[config.mk]
export PLATFORM = sky130hd
export DESIGN_NAME = sorted_insertion_list
export DESIGN_NICKNAME = d
export VERILOG_FILES = /design/src/design/sil_pkg.sv /design/src/design/sil_cell.sv /design/src/design/sorted_insertion_list.sv
export SDC_FILE = /design/constraint.sdc
export NUM_CORES = 2
export LEC_CHECK = 0
export BUFFER_PORTS_ARGS = -buffer_cell sky130_fd_sc_hd__buf_2
export CAP_MARGIN = 20
export CORE_UTILIZATION = 56
export DETAILED_ROUTE_END_ITERATION = 6
export PLACE_DENSITY_LB_ADDON = 0.1
export SLEW_MARGIN = 20
export SYNTH_ARGS = -nofsm -noshare
export SYNTH_HDL_FRONTEND = slang
export SYNTH_SLANG_ARGS = --single-unit
[constraint.sdc]
create_clock -name clock -period 12.85 [get_ports clock]
set_input_delay 2.57 -clock clock [delete_from_list [all_inputs] [get_ports clock]]
set_output_delay 2.57 -clock clock [all_outputs]
set_load 0.02 [all_outputs]
[src/design/sil_pkg.sv]
`timescale 1ns / 1ps

package sil_pkg;

   localparam int DATA_W   = 32;
   localparam int STATUS_W = 2;
   localparam int COUNT_W  = 5;

   // operation codes
   localparam logic ACT_INSERT = 1'b0;
   localparam logic ACT_REMOVE = 1'b1;

   // result status codes
   localparam logic [STATUS_W-1:0] ST_DONE      = 2'd0;
   localparam logic [STATUS_W-1:0] ST_FULL      = 2'd1;
   localparam logic [STATUS_W-1:0] ST_NOT_FOUND = 2'd2;

   // operation broadcast to every cell
   typedef struct packed {
      logic                     insert_en;
      logic                     remove_en;
      logic signed [DATA_W-1:0] value;
   } cmd_type;

   // what a cell shows to its neighbors and to the top level
   typedef struct packed {
      logic signed [DATA_W-1:0] value;
      logic                     valid;
      logic                     ins_flag;
      logic                     eq;
      logic signed [DATA_W-1:0] next_value;
   } cell_type;

endpackage

[src/design/sil_cell.sv]
`timescale 1ns / 1ps

module sil_cell (
   input  logic                clock,
   input  logic                reset,
   input  sil_pkg::cmd_type    cmd,
   input  sil_pkg::cell_type   left,
   input  sil_pkg::cell_type   right,
   output sil_pkg::cell_type   self
);

   logic signed [sil_pkg::DATA_W-1:0] value_ff, value_in;
   logic                              valid_ff, valid_in;
   logic                              gt, ge, eq;

   // compare the stored entry against the broadcast value
   assign gt = valid_ff && (value_ff >  cmd.value);
   assign ge = valid_ff && (value_ff >= cmd.value);
   assign eq = valid_ff && (value_ff == cmd.value);

   // insert: take the left entry if it moves too, else the new value
   // remove: pull the right entry in from every cell at or past the match
   always_comb begin
      value_in = value_ff;
      valid_in = valid_ff;
      if (cmd.insert_en && (!valid_ff || gt)) begin
         value_in = left.ins_flag ? left.value : cmd.value;
         valid_in = left.ins_flag ? left.valid : 1'b1;
      end else if (cmd.remove_en && ge) begin
         value_in = right.value;
         valid_in = right.valid;
      end
   end

   always_ff @(posedge clock) begin
      value_ff <= value_in;
      if (reset) begin
         valid_ff <= 1'b0;
      end else begin
         valid_ff <= valid_in;
      end
   end

   assign self.value      = value_ff;
   assign self.valid      = valid_ff;
   assign self.ins_flag   = !valid_ff || gt;
   assign self.eq         = eq;
   assign self.next_value = value_in;

endmodule

[src/design/sorted_insertion_list.sv]
`timescale 1ns / 1ps
// Sorted list of signed 32-bit values held in a row of compare-and-shift cells.
// The result beat is registered and appears in the cycle after the start beat.
// Throughput: one operation per cycle; all cells compare and shift together.
// busy stays low, so the receiver (which cannot stall) gets one beat per start.
// Reset (synchronous, active high) empties the list and drops any pending beat.

module sorted_insertion_list #(
   parameter int CAPACITY = 16
) (
   input  logic                                clock,
   input  logic                                reset,
   input  logic                                start,
   output logic                                busy,
   input  logic                                req_action,
   input  logic signed [sil_pkg::DATA_W-1:0]   req_item_value,
   output logic                                rsp_strobe,
   output logic        [sil_pkg::STATUS_W-1:0] rsp_status,
   output logic        [sil_pkg::COUNT_W-1:0]  rsp_entry_count,
   output logic                                rsp_head_valid,
   output logic signed [sil_pkg::DATA_W-1:0]   rsp_head_value
);

   localparam int CLOG = $clog2(CAPACITY + 1);
   localparam int CW   = (CLOG > sil_pkg::COUNT_W) ? CLOG : sil_pkg::COUNT_W;

   sil_pkg::cmd_type               cmd;
   sil_pkg::cell_type              cells [CAPACITY];
   sil_pkg::cell_type              end_cell;
   logic [CAPACITY-1:0]            eq_vec;
   logic                           accept, full, found;
   logic [CW-1:0]                  cnt_ff, cnt_in;
   logic [sil_pkg::STATUS_W-1:0]   status;

   logic                                rsp_strobe_ff;
   logic        [sil_pkg::STATUS_W-1:0] rsp_status_ff;
   logic        [sil_pkg::COUNT_W-1:0]  rsp_count_ff;
   logic                                rsp_head_valid_ff;
   logic signed [sil_pkg::DATA_W-1:0]   rsp_head_value_ff;

   assign busy   = 1'b0;
   assign accept = start && !busy;
   assign full   = (cnt_ff == CW'(CAPACITY));
   assign found  = |eq_vec;

   // broadcast the operation; drop inserts when full, removes when absent
   assign cmd.insert_en = accept && (req_action == sil_pkg::ACT_INSERT) && !full;
   assign cmd.remove_en = accept && (req_action == sil_pkg::ACT_REMOVE) && found;
   assign cmd.value     = req_item_value;

   // empty neighbor past both ends of the row
   assign end_cell.value      = '0;
   assign end_cell.valid      = 1'b0;
   assign end_cell.ins_flag   = 1'b0;
   assign end_cell.eq         = 1'b0;
   assign end_cell.next_value = '0;

   for (genvar i = 0; i < CAPACITY; i++) begin : g_cell
      sil_pkg::cell_type left_nb, right_nb;
      if (i == 0) begin : g_first
         assign left_nb = end_cell;
      end else begin : g_mid_l
         assign left_nb = cells[i-1];
      end
      if (i == CAPACITY - 1) begin : g_last
         assign right_nb = end_cell;
      end else begin : g_mid_r
         assign right_nb = cells[i+1];
      end
      sil_cell u_cell (
         .clock (clock),
         .reset (reset),
         .cmd   (cmd),
         .left  (left_nb),
         .right (right_nb),
         .self  (cells[i])
      );
      assign eq_vec[i] = cells[i].eq;
   end

   // advance the count and pick the status
   always_comb begin
      cnt_in = cnt_ff;
      status = sil_pkg::ST_DONE;
      if (req_action == sil_pkg::ACT_INSERT) begin
         if (full) begin
            status = sil_pkg::ST_FULL;
         end else begin
            cnt_in = cnt_ff + CW'(1);
         end
      end else begin
         if (!found) begin
            status = sil_pkg::ST_NOT_FOUND;
         end else begin
            cnt_in = cnt_ff - CW'(1);
         end
      end
   end

   always_ff @(posedge clock) begin
      if (reset) begin
         cnt_ff        <= '0;
         rsp_strobe_ff <= 1'b0;
      end else begin
         rsp_strobe_ff <= accept;
         if (accept) begin
            cnt_ff <= cnt_in;
         end
      end
   end

   // register the result beat; its fields hold until the next accepted start
   always_ff @(posedge clock) begin
      if (accept) begin
         rsp_status_ff     <= status;
         rsp_count_ff      <= cnt_in[sil_pkg::COUNT_W-1:0];
         rsp_head_valid_ff <= (cnt_in != '0);
         rsp_head_value_ff <= (cnt_in != '0) ? cells[0].next_value : '0;
      end
   end

   assign rsp_strobe      = rsp_strobe_ff;
   assign rsp_status      = rsp_status_ff;
   assign rsp_entry_count = rsp_count_ff;
   assign rsp_head_valid  = rsp_head_valid_ff;
   assign rsp_head_value  = rsp_head_value_ff;

endmodule
==> impl_results.html <==
<table>
<tr><th>Metric</th><th>Value</th></tr>
<tr><th colspan="2">Clock network</th></tr>
<tr><td>Hold-fix buffers, CTS</td><td>0</td></tr>
<tr><td>Clock tree root driver cell</td><td>clkbuf_16</td></tr>
<tr><td>H-tree depth</td><td>3</td></tr>
<tr><td>Total CTS buffers</td><td>71</td></tr>
<tr><td>Post-cts resize count</td><td>0</td></tr>
<tr><td>Clk sink count</td><td>574</td></tr>
<tr><td>Worst-path clk slew</td><td>60 ps</td></tr>
<tr><td>Number of setup buffers added after CTS</td><td>0</td></tr>
<tr><td>Clock latency on the worst-skew pair</td><td>610 ps</td></tr>
<tr><td>Clock buffer depth</td><td>3</td></tr>
<tr><td>TritonCTS clock tree</td><td>done</td></tr>
<tr><th colspan="2">Placement</th></tr>
<tr><td>Global placement routability congestion</td><td>0.946</td></tr>
<tr><td>I/O Buffers</td><td>76</td></tr>
<tr><td># placed instances</td><td>5060</td></tr>
<tr><td>Half-perimeter wire length after placement</td><td>88600 microns</td></tr>
<tr><th colspan="2">Setup path</th></tr>
<tr><td>Launching element type of the critical path</td><td>input port</td></tr>
<tr><td>Crit Path Max Fanout</td><td>65</td></tr>
<tr><td>Critical path endpoint category</td><td>register</td></tr>
<tr><td>Critical-path cell with the highest stage delay</td><td>nand2_1</td></tr>
<tr><td>Cells along the critical path</td><td>buf_2 &gt; clkinv_1 &gt; ha_1 &gt; nand4_1 &gt; nor4_1 &gt; a21boi_0 &gt; o211ai_1 &gt; nand4_1 &gt; buf_4 &gt; nand2_2 &gt; nand2_1 &gt; buf_4</td></tr>
<tr><td>Startpoint-to-endpoint class of the critical path</td><td>input port to register</td></tr>
<tr><td>Longest individual stage delay on the worst path</td><td>860 ps</td></tr>
<tr><td>Data required time of the worst path</td><td>13140 ps</td></tr>
<tr><td>Crit path buffers/inverters</td><td>4</td></tr>
<tr><td>Worst path arrival time</td><td>8440 ps</td></tr>
<tr><td>Crit-path leading delay family</td><td>simple AND/OR/NAND/NOR gates</td></tr>
<tr><th colspan="2">Pwr</th></tr>
<tr><td>Peak VDD IR</td><td>0.101 mV</td></tr>
<tr><td>Clock network fraction of total power</td><td>39.6%</td></tr>
<tr><td>Power spent charging and discharging nets</td><td>0.00149 W</td></tr>
<tr><td>Cell Int Power</td><td>0.00379 W</td></tr>
<tr><td>Areal power density over the cells</td><td>119 nW/um^2</td></tr>
<tr><td>Total power draw</td><td>0.00528 W</td></tr>
<tr><td>Switching part of the total power</td><td>28.3%</td></tr>
<tr><td>Cell leakage power</td><td>18.6 nW</td></tr>
<tr><td>Reg power frac</td><td>43.5%</td></tr>
<tr><td>Part of the power in combinational logic</td><td>16.9%</td></tr>
<tr><th colspan="2">Final layout</th></tr>
<tr><td>Number of inserted filler cells in the final layout</td><td>6037</td></tr>
<tr><td>Area growth from synthesis to layout</td><td>9.12%</td></tr>
<tr><td>Proportion of layout cells with a drive suffix above 1</td><td>8.42%</td></tr>
<tr><td># nets final</td><td>4733</td></tr>
<tr><td>Final cell count without fillers</td><td>5192</td></tr>
<tr><th colspan="2">Routing</th></tr>
<tr><td>Via count</td><td>32800</td></tr>
<tr><td>Count of routing violations after the opening detailed-route iteration</td><td>2865</td></tr>
<tr><td>Routed via count divided by cell count</td><td>6.32</td></tr>
<tr><td>1st-pass router iterations</td><td>6</td></tr>
<tr><td>DRC violation count after routing</td><td>0</td></tr>
<tr><td>ANT nets after route</td><td>0</td></tr>
<tr><td>Post-detailed-route wirelength per cell</td><td>22.5 microns</td></tr>
<tr><td>Drt total wl</td><td>117000 microns</td></tr>
<tr><th colspan="2">Logic synthesis</th></tr>
<tr><td>Synth Flop Type</td><td>edfxtp_1</td></tr>
<tr><td>Per-instance average area after synthesis</td><td>9.61 sq um</td></tr>
<tr><td>EDFF count, synth</td><td>520</td></tr>
<tr><td>Share of async-settable or async-resettable flops after synthesis</td><td>0%</td></tr>
<tr><td>Sequential cell area fraction in the yosys report</td><td>41.2%</td></tr>
<tr><td>Count of mapped cells out of synthesis</td><td>4218</td></tr>
<tr><td>Cell area after synthesis</td><td>40500 sq um</td></tr>
<tr><td>Synthesis warning total</td><td>0</td></tr>
<tr><td>Netlist cell types</td><td>83</td></tr>
<tr><td>Synth Net Count</td><td>4768</td></tr>
<tr><td>Post-synthesis sequential element count</td><td>574</td></tr>
<tr><th colspan="2">Timing</th></tr>
<tr><td>Unrepaired setup endpoints after global routing</td><td>no</td></tr>
<tr><td>Endpoints failing hold</td><td>0</td></tr>
<tr><td>Endpoints failing setup</td><td>0</td></tr>
<tr><td>Transition time of the tightest slew-check pin</td><td>1130 ps</td></tr>
<tr><td>Share of the clock period used by the worst path after layout</td><td>63.5%</td></tr>
<tr><td>Maximum achievable frequency</td><td>0.123 GHz</td></tr>
<tr><td>Final critical-path required period</td><td>8160 ps</td></tr>
<tr><td>TNS Setup</td><td>0 ps</td></tr>
<tr><td>Post-route clock skew</td><td>20.9 ps</td></tr>
<tr><td>Relative slew slack</td><td>23.0%</td></tr>
<tr><td>Slew Viols, Final</td><td>0</td></tr>
<tr><th colspan="2">Run</th></tr>
<tr><td>Maxcap violations</td><td>0</td></tr>
<tr><th colspan="2">GRT</th></tr>
<tr><td>Via count of the first global-routing pass</td><td>31200</td></tr>
<tr><td>GR Overflow Total</td><td>0</td></tr>
<tr><td>Total Routing Usage GR</td><td>31.4%</td></tr>
<tr><td>Global-route wire length before repair</td><td>180000 microns</td></tr>
<tr><td>Maximum number of pins on one net before global-route repair</td><td>98</td></tr>
<tr><td>Number of antenna violations at the first check in global routing</td><td>1</td></tr>
<tr><th colspan="2">Floorplan</th></tr>
<tr><td>Die boundary width</td><td>271 microns</td></tr>
<tr><td>FP Rows</td><td>98</td></tr>
<tr><td>Starting utilization of the core area</td><td>56.6%</td></tr>
<tr><td>Number of I/O pins</td><td>78</td></tr>
<tr><td>Chip Height</td><td>271 microns</td></tr>
<tr><td>Core region area</td><td>71600 sq um</td></tr>
<tr><td>Area of the die</td><td>73500 sq um</td></tr>
<tr><th colspan="2">Outcome</th></tr>
<tr><td>Status</td><td>complete, no violations</td></tr>
<tr><th colspan="2">Worst hold path</th></tr>
<tr><td>HP Class</td><td>register to register</td></tr>
</table>
per-stage QoR:
step	worst slack [ps]	hold slack [ps]	utilization (%)	area, sq um
after detailed placement	4230	546	58.4	41800
final	4690	566	61.8	44200
after global routing	4250	594	61.8	44200
after global placement	4340	554	58.4	41800
after CTS	4840	557	61.8	44200
after floorplan	4390	478	-	40500
cells in the mapped netlist (53+ instances only):
cell type	count	area share (%)
a21o_1	85	1.6
a21oi_1	696	8.6
clkbuf_1	183	1.7
dfxtp_1	54	2.7
edfxtp_1	520	39
ha_1	514	16
inv_1	53	0.49
mux2i_1	275	6.8
nand2_1	251	2.3
nand3_1	71	0.88
nand4_1	140	2.2
nor2_1	544	5.0
o21ai_0	265	3.3
worst reg2reg max path, delay by kind of cell, from the launching register on:
kind                     cells  cell delay, ps
buffers and inverters        2             890
flip-flops                   1             450
AND/OR/NAND/NOR              5            2670
adder cells (fa/ha/maj)      1             350
AO/OA/AOI/OAI                2             470
final timing paths:
kind | start | end | slack [ps] | cells past startpoint
max | req_item_value[26] | g_cell[10].u_cell.value_ff[17]$_DFFE_PP_ | 4690 | 12
min | g_cell[3].u_cell.valid_ff$_SDFFE_PP0P_ | g_cell[4].u_cell.valid_ff$_SDFFE_PP0P_ | 570 | 2
min reg2reg | g_cell[3].u_cell.valid_ff$_SDFFE_PP0P_ | g_cell[4].u_cell.valid_ff$_SDFFE_PP0P_ | 570 | 2
max reg2reg | g_cell[10].u_cell.value_ff[26]$_DFFE_PP_ | g_cell[10].u_cell.value_ff[17]$_DFFE_PP_ | 7700 | 10
sequential cells by signal, summed over array words and instances, names as in the netlist:
name / count
cnt_ff: 5
rsp_head_value: 32
rsp_strobe: 1
rsp_entry_count: 5
rsp_status: 2
rsp_head_valid: 1
g_cell.u_cell.value_ff: 512
g_cell.u_cell.valid_ff: 16
layout make-up:
class / instances / area (sq um) / share of cell area [%]
Clock buffer: 103 / 2090 / 4.73
Multi-Input combinational cell: 3308 / 22700 / 51.4
Clock inverter: 28 / 327 / 0.738
Tap cell: 950 / 1190 / 2.69
Sequential cell: 574 / 16700 / 37.7
Antenna cell: 1 / 2.50 / 0.00566
Inverter: 84 / 315 / 0.713
Timing Repair Buffer: 144 / 891 / 2.01
placed cells by master (no fill, tap or decap), drive strengths merged, types with 85 or more instances in the layout:
master / n
a21oi: 697
nor2: 544
edfxtp: 520
ha: 514
mux2i: 275
o21ai: 268
nand2: 251
buf: 144
nand4: 140
clkbuf: 103
a21o: 85
routing by layer:
metal	GRT usage, %	vias to the layer above	part of all wire (%)
li1	-	15800	-
met1	43.1	15500	44
met2	48.7	1192	44
met3	3.80	261	6.1
met4	16.3	0	5.2
met5	0	-	0
power by group through the flow:
stage | Sequential (W) | Combinational, W | Clock, W
floorplan | 0.00231 | 0.000618 | 0
global placement | 0.00233 | 0.000859 | 0
detailed placement | 0.00233 | 0.000880 | 0
CTS | 0.00229 | 0.000885 | 0.00212
global route | 0.00231 | 0.000999 | 0.00219
finish | 0.00230 | 0.000892 | 0.00209
cell families (layout without fill, tap and decap cells):
family / Yosys count / count (layout) / synth area share (%)
AO/OA/AOI/OAI: 1310 / 1310 / 18.8
AND/OR/NAND/NOR: 1170 / 1170 / 13.1
flip-flops: 574 / 574 / 41.2
adder cells (fa/ha/maj): 514 / 514 / 15.9
buffers and inverters: 336 / 359 / 3.30
multiplexers: 309 / 309 / 7.73
XOR/XNOR: 4 / 4 / 0.0864
other: 1 / 2 / 0.00925
(Power assumes the default switching activity.)
